### src/sv/tmt_pkg.sv
// Shared types, codes and helpers of the text map tokenizer.
// Used by the front end, the queue, the back end and the top level.
package tmt_pkg;

  localparam int MAX_RES = 5;
  localparam int CNT_W = 3;
  localparam int QUEUE_DEPTH = 4;

  localparam logic [1:0] EV_BYTE = 2'd0;
  localparam logic [1:0] EV_END = 2'd1;
  localparam logic [1:0] EV_EOS = 2'd2;

  localparam logic [1:0] CLS_STRING = 2'd0;
  localparam logic [1:0] CLS_WORD = 2'd1;
  localparam logic [1:0] CLS_SYMBOL = 2'd2;

  localparam logic [7:0] CH_SPACE = 8'd32;
  localparam logic [7:0] CH_DEL = 8'd127;
  localparam logic [7:0] CH_NBSP = 8'd160;
  localparam logic [7:0] CH_STAR = 8'h2a;
  localparam logic [7:0] CH_SLASH = 8'h2f;
  localparam logic [7:0] CH_QUOTE = 8'h22;
  localparam logic [7:0] CH_BSLASH = 8'h5c;
  localparam logic [7:0] CH_NL = 8'h0a;
  localparam logic [7:0] CH_UNDER = 8'h5f;
  localparam logic [7:0] CH_MINUS = 8'h2d;
  localparam logic [7:0] CH_PLUS = 8'h2b;
  localparam logic [7:0] CH_DOT = 8'h2e;

  typedef enum logic [2:0] {
    MODE_NORMAL     = 3'd0,
    MODE_WORD       = 3'd1,
    MODE_STR        = 3'd2,
    MODE_STR_ESC    = 3'd3,
    MODE_BLOCK      = 3'd4,
    MODE_BLOCK_STAR = 3'd5,
    MODE_LINE       = 3'd6
  } mode_t;

  typedef struct packed {
    logic [1:0] ev;
    logic [7:0] tbyte;
    logic [1:0] cls;
    logic       first;
  } res_t;

  typedef struct packed {
    logic [CNT_W-1:0]          cnt;
    res_t [MAX_RES-1:0]        res;
  } entry_t;

  function automatic logic is_space(logic [7:0] b);
    return (b <= CH_SPACE) || (b >= CH_DEL && b <= CH_NBSP);
  endfunction

  function automatic logic is_word_start(logic [7:0] b);
    return (b >= 8'h30 && b <= 8'h39) || (b >= 8'h41 && b <= 8'h5a) ||
           (b >= 8'h61 && b <= 8'h7a) || b == CH_UNDER || b == CH_MINUS ||
           b == CH_PLUS;
  endfunction

  function automatic entry_t put(entry_t e, logic [1:0] ev, logic [7:0] b,
                                 logic [1:0] cls, logic first);
    entry_t r;
    r = e;
    if (r.cnt < CNT_W'(MAX_RES)) begin
      r.res[r.cnt] = '{ev: ev, tbyte: b, cls: cls, first: first};
      r.cnt = r.cnt + 1'b1;
    end
    return r;
  endfunction

  function automatic entry_t put_symbol(entry_t e, logic [7:0] b);
    entry_t r;
    r = put(e, EV_BYTE, b, CLS_SYMBOL, 1'b1);
    r = put(r, EV_END, 8'd0, CLS_SYMBOL, 1'b0);
    return r;
  endfunction

  function automatic entry_t between(entry_t e, logic [7:0] b);
    entry_t r;
    r = e;
    if (!is_space(b) && b != CH_SLASH) begin
      if (b == CH_QUOTE) begin
        r = put(r, EV_BYTE, b, CLS_STRING, 1'b1);
      end else if (is_word_start(b)) begin
        r = put(r, EV_BYTE, b, CLS_WORD, 1'b1);
      end else begin
        r = put_symbol(r, b);
      end
    end
    return r;
  endfunction

endpackage

### src/sv/tmt_front.sv
// Front end of the tokenizer: lexer state and classification of each byte.
// Builds the full list of token words for one byte. Depends on tmt_pkg.
module tmt_front import tmt_pkg::*; (
  input  logic       clk,
  input  logic       rst,
  input  logic       acc,
  input  logic [7:0] data_byte,
  input  logic       end_of_input,
  output logic       push,
  output entry_t     entry
);

  mode_t      mode, mode_step, mode_next;
  logic       sp, sp_step, sp_next;
  logic [1:0] oc, oc_step, oc_next;

  always_ff @(posedge clk) begin
    if (rst) begin
      mode <= MODE_NORMAL;
      sp   <= 1'b0;
      oc   <= CLS_STRING;
    end else if (acc) begin
      mode <= mode_next;
      sp   <= sp_next;
      oc   <= oc_next;
    end
  end

  always_comb begin
    logic go_between;
    mode_step  = mode;
    sp_step    = sp;
    oc_step    = oc;
    go_between = 1'b0;
    unique case (mode)
      MODE_WORD: begin
        if (!(is_word_start(data_byte) || data_byte == CH_DOT)) begin
          mode_step  = MODE_NORMAL;
          oc_step    = CLS_STRING;
          go_between = 1'b1;
        end
      end
      MODE_STR: begin
        if (data_byte == CH_BSLASH) begin
          mode_step = MODE_STR_ESC;
        end else if (data_byte == CH_QUOTE) begin
          mode_step = MODE_NORMAL;
          oc_step   = CLS_STRING;
        end
      end
      MODE_STR_ESC: mode_step = MODE_STR;
      MODE_BLOCK: begin
        if (data_byte == CH_STAR) mode_step = MODE_BLOCK_STAR;
      end
      MODE_BLOCK_STAR: begin
        if (data_byte == CH_SLASH) mode_step = MODE_NORMAL;
        else if (data_byte != CH_STAR) mode_step = MODE_BLOCK;
      end
      MODE_LINE: begin
        if (data_byte == CH_NL) mode_step = MODE_NORMAL;
      end
      default: begin
        mode_step = MODE_NORMAL;
        if (sp) begin
          sp_step = 1'b0;
          if (data_byte == CH_STAR) mode_step = MODE_BLOCK;
          else if (data_byte == CH_SLASH) mode_step = MODE_LINE;
          else go_between = 1'b1;
        end else begin
          go_between = 1'b1;
        end
      end
    endcase
    if (go_between && !is_space(data_byte)) begin
      if (data_byte == CH_SLASH) begin
        sp_step = 1'b1;
      end else if (data_byte == CH_QUOTE) begin
        mode_step = MODE_STR;
        oc_step   = CLS_STRING;
      end else if (is_word_start(data_byte)) begin
        mode_step = MODE_WORD;
        oc_step   = CLS_WORD;
      end
    end
    mode_next = end_of_input ? MODE_NORMAL : mode_step;
    sp_next   = end_of_input ? 1'b0 : sp_step;
    oc_next   = end_of_input ? CLS_STRING : oc_step;
  end

  always_comb begin
    entry_t e;
    e = '0;
    unique case (mode) inside
      MODE_WORD: begin
        if (is_word_start(data_byte) || data_byte == CH_DOT) begin
          e = put(e, EV_BYTE, data_byte, CLS_WORD, 1'b0);
        end else begin
          e = put(e, EV_END, 8'd0, CLS_WORD, 1'b0);
          e = between(e, data_byte);
        end
      end
      MODE_STR: begin
        e = put(e, EV_BYTE, data_byte, CLS_STRING, 1'b0);
        if (data_byte == CH_QUOTE) e = put(e, EV_END, 8'd0, CLS_STRING, 1'b0);
      end
      MODE_STR_ESC: e = put(e, EV_BYTE, data_byte, CLS_STRING, 1'b0);
      MODE_BLOCK, MODE_BLOCK_STAR, MODE_LINE: e = '0;
      default: begin
        if (sp) begin
          if (data_byte != CH_STAR && data_byte != CH_SLASH) begin
            e = put_symbol(e, CH_SLASH);
            e = between(e, data_byte);
          end
        end else begin
          e = between(e, data_byte);
        end
      end
    endcase
    if (end_of_input) begin
      if (sp_step) e = put_symbol(e, CH_SLASH);
      if (mode_step == MODE_WORD || mode_step == MODE_STR || mode_step == MODE_STR_ESC) begin
        e = put(e, EV_END, 8'd0, oc_step, 1'b0);
      end
      e = put(e, EV_EOS, 8'd0, CLS_STRING, 1'b0);
    end
    entry = e;
  end

  assign push = acc && (entry.cnt != '0);

  a_eos_reset: assert property (@(posedge clk) disable iff (rst)
    (acc && end_of_input) |=> (mode == MODE_NORMAL && !sp && oc == CLS_STRING))
    else $error("lexer state not cleared after end of stream");

  a_eos_push: assert property (@(posedge clk) disable iff (rst)
    (acc && end_of_input) |-> push)
    else $error("end of stream produced no words");

endmodule

### src/sv/tmt_queue.sv
// Short register queue of per-byte word lists between front and back end.
// Depends on tmt_pkg for the entry type.
module tmt_queue import tmt_pkg::*; #(
  parameter int DEPTH = QUEUE_DEPTH
) (
  input  logic   clk,
  input  logic   rst,
  input  logic   push,
  input  entry_t wr_entry,
  input  logic   pop,
  output entry_t head,
  output logic   full,
  output logic   empty
);

  localparam int PTR_W = (DEPTH > 1) ? $clog2(DEPTH) : 1;
  localparam int CNT_QW = $clog2(DEPTH + 1);

  entry_t              store [DEPTH];
  logic [PTR_W-1:0]    wr_ptr, rd_ptr;
  logic [CNT_QW-1:0]   fill;

  function automatic logic [PTR_W-1:0] inc(logic [PTR_W-1:0] p);
    return (p == PTR_W'(DEPTH - 1)) ? '0 : p + 1'b1;
  endfunction

  always_ff @(posedge clk) begin
    if (rst) begin
      wr_ptr <= '0;
      rd_ptr <= '0;
      fill   <= '0;
    end else begin
      if (push) wr_ptr <= inc(wr_ptr);
      if (pop) rd_ptr <= inc(rd_ptr);
      if (push && !pop) fill <= fill + 1'b1;
      else if (pop && !push) fill <= fill - 1'b1;
    end
  end

  always_ff @(posedge clk) begin
    if (push) store[wr_ptr] <= wr_entry;
  end

  assign head  = store[rd_ptr];
  assign full  = (fill == CNT_QW'(DEPTH));
  assign empty = (fill == '0);

  a_no_overflow: assert property (@(posedge clk) disable iff (rst)
    push |-> !full)
    else $error("push into full queue");

endmodule

### src/sv/tmt_back.sv
// Back end of the tokenizer: walks one queued word list, one word a cycle while m_tready is high.
// Depends on tmt_pkg.
module tmt_back import tmt_pkg::*; (
  input  logic       clk,
  input  logic       rst,
  input  entry_t     head,
  input  logic       empty,
  output logic       pop,
  output logic       m_tvalid,
  input  logic       m_tready,
  output res_t       word,
  output logic       last
);

  logic [CNT_W-1:0] idx;

  assign m_tvalid = !empty;
  assign word     = head.res[idx];
  assign last     = (idx == head.cnt - 1'b1);
  assign pop      = m_tvalid && m_tready && last;

  always_ff @(posedge clk) begin
    if (rst) begin
      idx <= '0;
    end else if (m_tvalid && m_tready) begin
      idx <= last ? '0 : idx + 1'b1;
    end
  end

  a_idx_range: assert property (@(posedge clk) disable iff (rst)
    m_tvalid |-> (idx < head.cnt && head.cnt <= CNT_W'(MAX_RES)))
    else $error("word index beyond queued list");

endmodule

### src/sv/text_map_tokenizer.sv
// Text map tokenizer: one text byte in per cycle while the queue has room, a stream of token words out.
// Whitespace and both comment styles are dropped; each token byte leaves as
// its own word, an end word closes each token, and the flagged last byte of the
// stream adds an end-of-stream word. A byte is taken every cycle while the
// internal queue has room; one byte gives zero to five words and the output
// moves one word a cycle while m_tready is high, so sustained input rate is one
// byte per cycle for bytes that give at most one word and otherwise set by the output port.
// Depends on tmt_pkg, tmt_front, tmt_queue and tmt_back.
module text_map_tokenizer import tmt_pkg::*; #(
  parameter int QDEPTH = QUEUE_DEPTH
) (
  input  logic       clk,
  input  logic       rst,
  input  logic       s_tvalid,
  output logic       s_tready,
  input  logic [7:0] s_tdata,  // [7:0] data_byte
  input  logic       s_tlast,  // end_of_input
  output logic       m_tvalid,
  input  logic       m_tready,
  output logic [7:0] m_tdata,  // [7:0] token_byte
  output logic [4:0] m_tuser,  // [1:0] event_res, [3:2] token_class, [4] token_first
  output logic       m_tlast   // last_of_run
);

  logic   acc, push, pop, full, empty;
  entry_t entry, head;
  res_t   word;

  assign s_tready = !full;
  assign acc      = s_tvalid && s_tready;

  tmt_front u_front (
    .clk          (clk),
    .rst          (rst),
    .acc          (acc),
    .data_byte    (s_tdata),
    .end_of_input (s_tlast),
    .push         (push),
    .entry        (entry)
  );

  tmt_queue #(.DEPTH(QDEPTH)) u_queue (
    .clk      (clk),
    .rst      (rst),
    .push     (push),
    .wr_entry (entry),
    .pop      (pop),
    .head     (head),
    .full     (full),
    .empty    (empty)
  );

  tmt_back u_back (
    .clk      (clk),
    .rst      (rst),
    .head     (head),
    .empty    (empty),
    .pop      (pop),
    .m_tvalid (m_tvalid),
    .m_tready (m_tready),
    .word     (word),
    .last     (m_tlast)
  );

  assign m_tdata = word.tbyte;
  assign m_tuser = {word.first, word.cls, word.ev};

endmodule
### config.mk
export PLATFORM = sky130hd
export DESIGN_NAME = text_map_tokenizer
export DESIGN_NICKNAME = d
export VERILOG_FILES = /design/src/sv/tmt_pkg.sv /design/src/sv/tmt_front.sv /design/src/sv/tmt_queue.sv /design/src/sv/tmt_back.sv /design/src/sv/text_map_tokenizer.sv
export SDC_FILE = /design/constraint.sdc
export NUM_CORES = 1
export LEC_CHECK = 0
export BUFFER_PORTS_ARGS = -buffer_cell sky130_fd_sc_hd__buf_2
export CELL_PAD_IN_SITES_DETAIL_PLACEMENT = 1
export CELL_PAD_IN_SITES_GLOBAL_PLACEMENT = 1
export CORE_ASPECT_RATIO = 1.1
export CORE_MARGIN = 3
export CORE_UTILIZATION = 45
export CTS_BUF_LIST = sky130_fd_sc_hd__clkbuf_16
export DETAILED_ROUTE_END_ITERATION = 16
export PLACE_DENSITY_LB_ADDON = 0.1
export SYNTH_ARGS = -nofsm -noshare
export SYNTH_HDL_FRONTEND = slang
export SYNTH_SLANG_ARGS = --single-unit
### constraint.sdc
create_clock -name clk -period 20.9 [get_ports clk]
set_input_delay 2.09 -clock clk [delete_from_list [all_inputs] [get_ports clk]]
set_output_delay 2.09 -clock clk [all_outputs]
set_load 0.005 [all_outputs]
* Yosys cells after proc, flatten, opt, wreduce, memory -nomap -nowiden
Memory sizes are Yosys's and may differ from the RTL's. A register that Yosys moved wholly into a read port is not among the register bits.
Cells that the tools add are included.
** Cells by class
- $lt $le $gt $ge :: 43
- Reductions and logical operators :: 44
- Muxes and demuxes :: 146
- Equality and inequality tests :: 24
- Bitwise gates (word level) :: 24
- $add $sub $neg :: 17
** Operator list (number)
- $mux 68 :: 49
- $bwmux 65 :: 7
- $demux 13 s3 :: 11
- $mux 13 :: 23
- $not 55->55 :: 5
- $pmux 68 s4 :: 1
- $and 55x55->55 :: 3
- $not 60->60 :: 2
- $and 11x55->55 :: 2
- $mux 3 :: 29
- $and 12x60->60 :: 1
- $and 60x60->60 :: 1
- $eq 8x6->1 const B :: 6
- $lt 3x4->1 const B :: 12
- $add 3x1->3 const B :: 13
- $bmux 13 s3 :: 1
- $or 35x35->35 :: 1
- $ge 3x1->1 const B :: 11
- $lt 3x3->1 const B :: 11
- $and 30x30->30 :: 1
- $not 30->30 :: 1
- $or 10x10->10 :: 3
- $ge 8x7->1 const B :: 3
- $logic_and 1x1->1 :: 24
- 30 further kinds :: 77
** Word-level totals
- Memories :: 1
- Bits in writable memories :: 272
- Word-level logic and storage cells :: 306
- Bits in registers :: 16
- Input bits :: 13
- Output and inout port bits :: 16
** Memories
- u_queue.store :: depth 4, bits a word 68, read ports 1, clocked after Yosys merged registers in 1, wr ports 1, RTL line tmt_queue.sv:19 : entry_t store [DEPTH];

* Depth between registers and ports, before layout
Gate-level depths: netlist of the first run.
- Depth after elaboration :: 80
- Depth in mapped cells :: 33

* Hierarchy
From an unflattened synthesis of the first run, not the netlist that was laid out.
** Unflattened totals
- Cells, all modules :: 885
- Area total of the unflattened synthesis :: 13564.3 µm²
** Modules (own cells, without submodules)
- tmt_queue :: area each 10276.1 µm², seq. area each 8348.0 µm², times used 1, cells each 400
- tmt_front :: area each 2463.6 µm², seq. area each 120.1 µm², times used 1, cells each 394
- tmt_back :: area each 814.5 µm², seq. area each 60.1 µm², times used 1, cells each 89
- text_map_tokenizer :: area each 10.0 µm², seq. area each 0.0 µm², times used 1, cells each 2

* Worst setup path after synthesis of the first run
No wires, ideal clock.
- Kind :: input-to-reg
- Start :: in s_tdata[4]
- End :: mem u_queue.store[0][0] in the netlist's numbering, enable pin
- Arrival :: 8067 ps
- Required time :: 20485 ps
- Cell stages on the path :: 27
- Slack :: 12418 ps
- Cell sequence :: buf_6 > or4_4 > or3_4 > nand3b_1 > nor3b_2 > mux2i_1 > nor3_2 > inv_1 > ha_1 > clkbuf_1 > clkbuf_1 > ha_1 > a211oi_1 > a41oi_1 > o21ai_0 > inv_1 > ha_1 > nand2_1 > o22ai_1 > ha_1 > nand2_1 > nor2_1 > and3_1 > o211ai_1 > o2111ai_1 > nand3_4 > and2_1
** On the way
- Cells in the longest elaborated chain, start to end :: 32
- Elaborated cells between the ends (all ways) :: 99
- Classes of those cells :: 4 x add/sub; 13 x order compare; 14 x eq/ne; 49 x mux; 19 x reduce/logical
** RTL lines
- start, declared :: RTL line text_map_tokenizer.sv:16 : input logic [7:0] s_tdata,
- $ge 8x6->1, or another cell as far along :: RTL line tmt_pkg.sv:57 : return (b >= 8'h30 && b <= 8'h39) || (b >= 8'h41 && b <= 8'h5a) ||
- $logic_and 1x1->1 :: RTL line tmt_pkg.sv:57
- $logic_or 1x1->1 (2 in series) :: RTL line tmt_pkg.sv:57
- $logic_or 1x1->1 (3 in series) :: RTL line tmt_pkg.sv:58 : (b >= 8'h61 && b <= 8'h7a) || b == CH_UNDER || b == CH_MINUS ||
- $mux 68 :: RTL line tmt_pkg.sv:86 : end else if (is_word_start(b)) begin
- $mux 68 :: RTL line tmt_pkg.sv:84 : if (b == CH_QUOTE) begin
- $mux 68 :: RTL line tmt_pkg.sv:83 : if (!is_space(b) && b != CH_SLASH) begin
- $mux 68 :: RTL line tmt_front.sv:110 : if (data_byte != CH_STAR && data_byte != CH_SLASH) begin
- [... 14 more ...]
- $add 3x1->3 / $lt 3x3->1 (equally long branches) :: RTL line tmt_pkg.sv:68, tmt_pkg.sv:66
- $mux 68 :: RTL line tmt_pkg.sv:66 : if (r.cnt < CNT_W'(MAX_RES)) begin
- $mux 68 * :: RTL line tmt_front.sv:119 : if (end_of_input) begin
- $reduce_bool 3->1 * :: RTL line tmt_front.sv:129 : assign push = acc && (entry.cnt != '0);
- $logic_and 1x1->1 * :: RTL line tmt_front.sv:129
- via push :: RTL line text_map_tokenizer.sv:25 : logic acc, push, pop, full, empty;
- $mux 1 * :: RTL line tmt_queue.sv:41 : if (push) store[wr_ptr] <= wr_entry;
- $mux 1 (implied by the code) * :: RTL line tmt_queue.sv:41
- end, declared :: RTL line tmt_queue.sv:19
Mark *: on every way through the listed nets, which the timed path passes. The rest lies on a longest branch. The select of a mux whose other input is x is not followed.

* Worst setup path in the final report of the first run
- Start :: in s_tdata[6]
- End :: reg u_queue.fill[2]
** On the way
- Cells in the longest elaborated chain, start to end :: 33
- Elaborated cells between the ends (all ways) :: 102
- Classes of those cells :: 4 x add/sub; 13 x order compare; 14 x eq/ne; 48 x mux; 23 x reduce/logical
** RTL lines
- $ge 8x6->1, or another cell as far along :: RTL line tmt_pkg.sv:57
- $logic_and 1x1->1 :: RTL line tmt_pkg.sv:57
- $logic_or 1x1->1 (2 in series) :: RTL line tmt_pkg.sv:57
- $logic_or 1x1->1 (3 in series) :: RTL line tmt_pkg.sv:58
- $mux 68 :: RTL line tmt_pkg.sv:86
- $mux 68 :: RTL line tmt_pkg.sv:84
- $mux 68 :: RTL line tmt_pkg.sv:83
- $mux 68 :: RTL line tmt_front.sv:110
- [... 15 more ...]
- $mux 68 :: RTL line tmt_pkg.sv:66
- $mux 68 * :: RTL line tmt_front.sv:119
- $reduce_bool 3->1 * :: RTL line tmt_front.sv:129
- $logic_and 1x1->1 * :: RTL line tmt_front.sv:129
- via push :: RTL line text_map_tokenizer.sv:25
- $logic_not 1->1 :: RTL line tmt_queue.sv:36 : else if (pop && !push) fill <= fill - 1'b1;
- $logic_and 1x1->1 :: RTL line tmt_queue.sv:36
- $reduce_bool 2->1 (no line)
- end signal, assigned :: RTL line tmt_queue.sv:35 : if (push && !pop) fill <= fill + 1'b1;
- end signal, assigned :: RTL line tmt_queue.sv:36
- end, declared :: RTL line tmt_queue.sv:21 : logic [CNT_QW-1:0] fill;
Marks and branches as above.
A chain may end at the register's enable or synchronous reset.

==> impl_metrics.toml, run 1 <==
[run_status]
outcome = "completed"

[synthesis]
synth_top_area_share_pct = 57.6
synth-adder-area-share_pct = 1.57
synthTopCellsByArea = "edfxtp_1 (58%), mux4_2 (12%), dfxtp_1 (3.3%), o21ai_0 (2.2%), a21oi_1 (2.1%)"
synth-compound-area-share_pct = 9.24
synth-seq-cells = 226
synth_edf_count = 208
synth_top_area_cell = "edfxtp_1"
synthXorXnorAreaFrac_pct = 0.888
ys_types = 83
avgSynthCellArea_sq_um = 13.8
syn-cell-area_sq_um = 10800
ys_seq_area_share_pct = 60.9
async_flop_share_pct = 0
synth_top_family_by_area = "multiplexers"
yosysWarningCount = 0
synthSimpleGateAreaFrac_pct = 11.1
synthFlopType = "edfxtp_1"
synthMuxAreaShare_pct = 13.1
netlist_instances = 784

[placed_design]
dpl_worst_slack_ns = 11.27
hpwl_mm = 17.9
io_buffers = 28
gp_congestion = 0.882

[clock_network]
ctsRootBufferMaster = "clkbuf_16"
clk_pin_slew_ns = 0.06
post_cts_buffers = 0
ctsHoldBuffers = 0
tritoncts = "done"
clkLatencyLatePin_ns = 0.52
ctsResizeCount = 0
clockBufferDepth = 3
cts_buffers = 25
cts_sinks = 226
cts-htree-levels = 1

[floorplanning]
die-area_sq_um = 26000
core_sq_um = 23300
chipHeight_microns = 169
start_util_pct = 46.6
placementRows = 58
die_w_microns = 154
ios = 29

[critical_path]
path_delay_family = "adder cells"
end_kind = "flip-flop"
crit_required_ns = 21.33
critPathLaunchType = "input port"
cpMostUsedCell = "ha_1"
critPathBufInv = 4
cpMaxStageDelayCell = "mux2i_1"
critPathArrivalTime_ns = 9.64
critPathKind = "input port to flip-flop"
max_stage_delay_ns = 0.78
cp_max_fo = 13

[layout]
final_common_cell = "edfxtp_1"
drive_gt1_share_pct = 20.5
fin_nets = 832
layout_common_cells = "edfxtp_1 (208), mux4_2 (56), nor2_1 (54)"
num_antenna_cells = 0
fin_util_pct = 51.8
fill_cells = 2323
area_delta_synth_final_pct = 11.2

[timing]
fin_crit_sh_pct = 44.1
fin_crit_ns = 9.21
slew_violations = 0
tightest_slew_ns = 0.942
fin_ws_ns = 11.69
slew_headroom_pct = 35.4
setup_viol = 0
tns_ns = 0
finalClockSkew_ns = 0.0198
rsz0062_at_grt = "no"
hold_slack_ns = 0.476
hold_viol = 0
max_freq_mhz = 109

[route]
drt_wl_total_mm = 27.1
wl_per_cell_microns = 24.1
final_antenna_net_count = 0
via_per_inst = 6.08
dr.pass1.iters = 5
vias = 6835
route.detailed.drc = 0
dr.first_iter.drc_count = 417

[hold_path]
hold_class = "flip-flop to flip-flop"

[global_route]
antenna_found_initial = 0
grt.met2_usage_pct = 34.3
first_global_vias = 7267
grt_most_used_layer = "met2"
overflow = 0
grtUsageTotal_pct = 20.8
met1_usage_pct = 29.7
grt_pass1_wl_mm = 42.4
grt_max_degree = 53
grt_use_met3_pct = 2.25

[run]
max_cap_viol_count = 0

[power_and_ir_drop]
max-vdd-ir-drop_mv = 0.0592
leakage_nw = 4.09
powerDensity_nw_per_um2 = 109
p_total_mw = 1.32
[cells by family after synthesis]
| group | Yosys count |
|---|---|
| AOI/OAI and AO/OA | 157 |
| buffers and inverters | 81 |
| and+or+nand+nor | 224 |
| adders and majority gates | 13 |
| xor gates and xnor gates | 11 |
| DFF | 226 |
| other | 1 |
| muxes | 71 |
[layer usage]
layer	wire (microns)	vias up
met5	0	-
met4	621	0
met3	1130	38
met2	13200	155
met1	12100	3536
li1	-	3106
[state kept, by name, indices dropped and copies added, names as in the netlist, named ones only]
register and cells:
u_front.sp 1, u_queue.wr_ptr 2, u_queue.store 208, u_back.idx 3, u_queue.rd_ptr 2, u_front.oc 2
u_front.mode 3, u_queue.fill 3
[per-stage QoR]
stage / cells / area, sq um
4_1_cts: 1125 / 12100
5_1_grt: 1125 / 12100
6_report: 1125 / 12100
3_3_place_gp: 1079 / 11200
3_5_place_dp: 1079 / 11200
2_1_floorplan: 791 / 10900
[layout make-up]
cell class	instances	area (sq um)	share of cell area, %
clock inverter	21	189	1.57
multi-input combinational	484	3920	32.5
timing repair buffer	39	223	1.85
tap	300	375	3.11
sequential	226	6610	54.8
clock buffer	25	626	5.19
inverter	30	113	0.934
[worst reg2reg max path, stage by stage, from the launching register on]
cell and delay [ns]:
dfxtp_1 0.64, nor3_1 0.20, a21oi_1 0.17, mux2i_1 0.13, o31ai_2 0.73, inv_1 0.39
ha_1 0.56, o311ai_1 0.17, mux2i_1 0.78, inv_2 0.22, ha_1 0.47, nand2_1 0.10
o22ai_1 0.28, ha_1 0.29, nor2_1 0.06, mux2_2 0.26, nand4_1 0.11, o2111ai_1 0.20
nand3_4 0.19, ha_1 0.20, inv_1 0.07, fa_1 0.43, xor2_1 0.18, or3_1 0.32
a21oi_1 0.17
[cells in the mapped netlist, types with 8 or more instances]
master	number
and3_1	9
nor2_1	54
buf_2	10
dfxtp_1	18
nand3_1	24
nand2_1	47
inv_1	29
clkbuf_1	29
nor3_1	20
a21oi_1	46
mux4_2	56
and2_1	14
ha_1	12
mux2i_1	8
edfxtp_1	208
o21ai_0	48
[report_power, final]
| group | leakage, nW | internal, mW | total [mW] | switching (mW) |
|---|---|---|---|---|
| sequential | 2.12 | 0.562 | 0.583 | 0.0203 |
| combinational | 1.57 | 0.127 | 0.305 | 0.178 |
| clock | 0.405 | 0.256 | 0.430 | 0.173 |
[final timing paths]
check	depth (start not counted)	slack (ns)	from	end
setup / recovery	25	11.69	s_tdata[6]	u_queue.fill[2]
hold / removal	1	0.48	u_front.oc[1]	u_front.oc[1]
setup reg to reg	24	13.51	u_front.mode[0]	u_queue.fill[2]
hold reg to reg	1	0.48	u_front.oc[1]	u_front.oc[1]
(Power assumes the default switching activity.)
==> run 2: changes to the inputs <==
clock period = 8.6 ns   (was 20.9 ns; I/O delays follow)
==> run 2 against run 1 <==
  * Hold slack gained 0.0020 ns
  * Critical path depth grew 3
  * Power grew 150%
  * Clock-buffer cell count is the same
  * Sequential power grew 140%
  * Combinational power grew 150%
  * Setup slack lost 11 ns
  * Via count is essentially flat
  * Sequential share of layout area shrank 0.50 points
  * Clock skew shrank 0.0064 ns
  * Largest cell class unchanged
==> impl_metrics.toml, run 2 (same netlist as run 1, synthesis figures left out) <==
[route]
vias = 6834
drt_wl_total_mm = 27.4
final_antenna_net_count = 0
dr.pass1.iters = 4
route.detailed.drc = 0
dr.first_iter.drc_count = 477
wl_per_cell_microns = 24.3
via_per_inst = 6.05

[layout]
drive_gt1_share_pct = 20.7
layout_common_cells = "edfxtp_1 (208), mux4_2 (56), nor2_1 (54)"
top_register = "u_queue.store"
final_common_cell = "edfxtp_1"
num_antenna_cells = 0
area_delta_synth_final_pct = 12.2
largest_register_ffs = 208
fin_nets = 837

[floorplanning]
die_w_microns = 154
core_sq_um = 23300
chipHeight_microns = 169
die-area_sq_um = 26000
ios = 29
placementRows = 58
start_util_pct = 46.6

[power_and_ir_drop]
powerDensity_nw_per_um2 = 266
leakage_nw = 4.16
max-vdd-ir-drop_mv = 0.149

[timing]
fin_ws_ns = 0.893
fin_crit_ns = 7.71
tightest_slew_ns = 1.00
hold_slack_ns = 0.478
finalClockSkew_ns = 0.0134
max_freq_mhz = 130
hold_viol = 0
rsz0062_at_grt = "no"
setup_viol = 0
slew_headroom_pct = 32.7
fin_crit_sh_pct = 89.6
slew_violations = 0
tns_ns = 0

[global_route]
overflow = 0
antenna_found_initial = 0
grt_max_degree = 53
first_global_vias = 7269
grt_pass1_wl_mm = 43.3
grtUsageTotal_pct = 21.3

[critical_path]
max_stage_delay_ns = 0.88
crit_required_ns = 9.03
critPathArrivalTime_ns = 8.14
cpMaxStageDelayCell = "o31ai_2"
critPathLaunchType = "input port"
cp_max_fo = 13
end_kind = "flip-flop"
reg2reg_depth = 27
cpMostUsedCell = "ha_1"
critPathKind = "input port to flip-flop"

[run]
max_cap_viol_count = 0

[clock_network]
cts_sinks = 226
cts-htree-levels = 1
cts_buffers = 24
post_cts_buffers = 0
clockBufferDepth = 3
clk_pin_slew_ns = 0.07
ctsRootBufferMaster = "clkbuf_16"
clkLatencyLatePin_ns = 0.51
ctsHoldBuffers = 0
tritoncts = "done"
ctsResizeCount = 0

[run_status]
outcome = "completed"

[hold_path]
hold_class = "flip-flop to flip-flop"
hold_depth = 1

[placed_design]
gp_congestion = 0.839
dpl_worst_slack_ns = 0.589
io_buffers = 28
hpwl_mm = 18.8
==> run 2: changes by cell type in the layout (fill, tap and decap cells not counted), sizes merged <==
cell    before  now
clkinv      14    5
buf         39   45
inv         34   40
bufinv       3    4
==> run 2: through the flow <==
stage | util [%] | total power [mW] | cells | area [sq um]
after floorplan | - | 1.94 | 791 | 10900
after global placement | 48.7 | 2.17 | 1085 | 11300
after detailed placement | 48.7 | 2.21 | 1085 | 11300
after CTS | 52.2 | 3.28 | 1129 | 12200
after global routing | 52.2 | 3.41 | 1129 | 12200
final | 52.2 | 3.24 | 1129 | 12200
==> run 2: critical path: cells and delay by family <==
family	cells	cell delay, ns
adders and majority gates	6	2.12
AOI/OAI and AO/OA	9	2.60
and+or+nand+nor	8	1.58
xor gates and xnor gates	1	0.18
buffers and inverters	4	0.78
==> run 2: cell type report <==
class / instances / area, sq um
inverters: 30 / 113
clock buffers: 25 / 626
repair buffers: 45 / 318
flip-flops and latches: 226 / 6610
well taps: 300 / 375
clock inverters: 19 / 204
fillers: 2302 / 11100
multi-input cells: 484 / 3920
==> run 2: worst paths after layout <==
| path | start | slack (ns) | to |
|---|---|---|---|
| setup / recovery | s_tdata[2] | 0.89 | u_queue.fill[2] |
| hold / removal | u_front.oc[1] | 0.48 | u_front.oc[1] |
| setup reg to reg | u_front.mode[2] | 1.27 | u_queue.fill[2] |
| hold reg to reg | u_front.oc[1] | 0.48 | u_front.oc[1] |
==> run 2: report_power, final <==
| group | switching (mW) | leakage (nW) | internal (mW) | total [mW] |
|---|---|---|---|---|
| sequential | 0.0519 | 2.12 | 1.36 | 1.42 |
| clock | 0.420 | 0.430 | 0.651 | 1.07 |
| combinational | 0.431 | 1.61 | 0.324 | 0.754 |
==> run 2: per-layer routing <==
metal,GRT usage (%),vias up,part of all wire (%)
li1,-,3121,-
met1,29.9,3522,44
met2,36.3,158,50
met3,2.28,33,4.6
met4,4.61,0,1.8
met5,0,-,0
==> run 3: changes to the inputs <==
CTS_CLUSTER_DIAMETER = 50   (was not set)
SYNTH_HIERARCHICAL = 1   (was not set)
clock period = 8.2 ns   (was 8.6 ns; I/O delays follow)
==> run 3 against run 2 <==
  * Highest routed layer unchanged
  * Area after synthesis rose by 25%
  * Wire length rose by 21%
  * Global-route usage fell by 0.15 points
  * Combinational power rose by 12%
==> impl_metrics.toml, run 3 <==
[hold_path]
hold_depth = 2
hold_class = "flip-flop to flip-flop"

[synthesis]
synth_common_cells = "edfxtp_1 (272), mux4_2 (75), nor2_1 (66), nand2_1 (48), a21oi_1 (43)"
synthFlopType = "edfxtp_1"
synth-seq-cells = 290
synth_top_area_share_pct = 60.2
ys_seq_area_share_pct = 62.9
synth_top_area_cell = "edfxtp_1"
async_flop_share_pct = 0
avgSynthCellArea_sq_um = 15.3
netlist_instances = 885
ys_types = 91
yosysWarningCount = 6
synthTopCellsByArea = "edfxtp_1 (60%), mux4_2 (12%), dfxtp_1 (2.7%), nor2_1 (1.8%), a21oi_1 (1.6%)"
syn-cell-area_sq_um = 13600
synth_most_common_cell = "edfxtp_1"
synth_edf_count = 272

[global_route]
first_global_vias = 8360
antenna_found_initial = 0
grt_pass1_wl_mm = 51.4
grtUsageTotal_pct = 21.1
overflow = 0
grt_max_degree = 50

[placed_design]
io_buffers = 28
place_area_sq_um = 14000
hpwl_mm = 23.0
gp_congestion = 0.856

[layout]
area_delta_synth_final_pct = 10.9
layout_common_cells = "edfxtp_1 (272), mux4_2 (75), nor2_1 (66)"
top_register = "u_queue/store"
drive_gt1_share_pct = 22.1
num_antenna_cells = 0
fin_nets = 937
finalInstanceArea_sq_um = 15000
final_common_cell = "edfxtp_1"
largest_register_ffs = 272

[power_and_ir_drop]
max-vdd-ir-drop_mv = 0.161
leakage_nw = 4.94
powerDensity_nw_per_um2 = 275

[critical_path]
critPathBufInv = 4
critPathLaunchType = "input port"
end_kind = "flip-flop"
critPathArrivalTime_ns = 7.56
crit_required_ns = 8.67
max_stage_delay_ns = 0.47
cp_max_fo = 13
reg2reg_depth = 24
path_depth = 26
path_delay_family = "compound AO/OA/AOI/OAI gates"
critPathKind = "input port to flip-flop"
cpMostUsedCell = "ha_1"
cpMaxStageDelayCell = "a211oi_1"

[floorplanning]
chipHeight_microns = 188
die_w_microns = 172
ios = 29
die-area_sq_um = 32300
start_util_pct = 45.8
placementRows = 66
core_sq_um = 29600

[clock_network]
cts_sinks = 290
ctsRootBufferMaster = "clkbuf_16"
post_cts_buffers = 0
clk_pin_slew_ns = 0.05
cts_buffers = 30
clockBufferDepth = 3
cts-htree-levels = 1
tritoncts = "done"
ctsHoldBuffers = 0
ctsResizeCount = 0
clkLatencyLatePin_ns = 0.58

[timing]
finalClockSkew_ns = 0.0350
max_freq_mhz = 141
slew_headroom_pct = 25.9
setup_viol = 0
hold_viol = 0
fin_crit_ns = 7.09
slew_violations = 0
tns_ns = 0
rsz0062_at_grt = "no"
fin_crit_sh_pct = 86.4
tightest_slew_ns = 1.11

[run]
max_cap_viol_count = 0

[route]
vias = 7799
wl_per_cell_microns = 25.3
dr.first_iter.drc_count = 557
final_antenna_net_count = 0
dr.pass1.iters = 6
via_per_inst = 5.96
route.detailed.drc = 0
drt_wl_total_mm = 33.2

[run_status]
outcome = "completed"
-- run 3: kinds of logic (layout without fill, tap and decap cells) --
family	Yosys count	count (layout)	share of synthesized area, %
AOI/OAI and AO/OA	157	157	7.89
xor gates and xnor gates	9	9	0.830
adders and majority gates	13	13	1.25
buffers and inverters	94	131	4.04
DFF	290	290	62.9
muxes	86	86	14.0
other	1	13	0.0276
and+or+nand+nor	235	235	9.10
-- run 3: final cells by class --
type,count,area [sq um]
clock buffers,30,751
inverters,32,120
clock inverters,25,297
well taps,374,468
repair buffers,44,335
fillers,2803,14600
flip-flops and latches,290,8530
multi-input cells,513,4540
-- run 3: worst reg2reg max path, stage by stage, from the launching register on --
cell and delay (ns):
dfxtp_1 0.66, and3_1 0.27, nor2_1 0.11, nor3_2 0.55
mux2i_1 0.23, nand3_1 0.12, buf_4 0.21, ha_1 0.34
ha_1 0.36, o21ai_0 0.12, o2bb2ai_1 0.20, o31a_1 0.44
ha_1 0.39, inv_1 0.14, a311oi_1 0.36, a211oi_1 0.11
a21oi_1 0.27, a221o_1 0.28, o31a_1 0.32, ha_1 0.25
inv_1 0.08, fa_1 0.43, xor2_1 0.16, or3_1 0.33
a21oi_1 0.16
-- run 3: metrics by stage --
step	power [mW]	hold slack, ns	util [%]	setup slack, ns	cells
3_3_place_gp	2.75	0.480	47.2	0.787	1253
2_1_floorplan	2.50	0.460	-	0.558	897
6_report	4.15	0.530	50.8	1.11	1308
5_1_grt	4.34	0.592	50.8	0.528	1308
4_1_cts	4.20	0.541	50.8	1.15	1308
3_5_place_dp	2.79	0.536	47.2	0.584	1253
-- run 3: final timing paths --
kind,start,endpoint,slack [ns]
worst max-delay path,s_tdata[2],u_queue/fill[2],1.11
worst min-delay path,u_queue/fill[2],u_queue/fill[2],0.53
worst max register to register,u_front/mode[2],u_queue/fill[2],1.24
worst min register to register,u_queue/fill[2],u_queue/fill[2],0.53
-- run 3: power by group --
group | switching [mW] | internal, mW | leakage, nW
clock network | 0.575 | 0.833 | 0.513
registers | 0.0874 | 1.81 | 2.68
logic | 0.470 | 0.371 | 1.75
-- run 3: layer usage --
| layer | vias to the layer above | share of wire [%] | global-route usage, % |
|---|---|---|---|
| li1 | 3523 | - | - |
| met1 | 4061 | 43 | 29.3 |
| met2 | 165 | 50 | 34.9 |
| met3 | 50 | 3.8 | 2.72 |
| met4 | 0 | 3.0 | 6.75 |
| met5 | - | 0 | 0 |
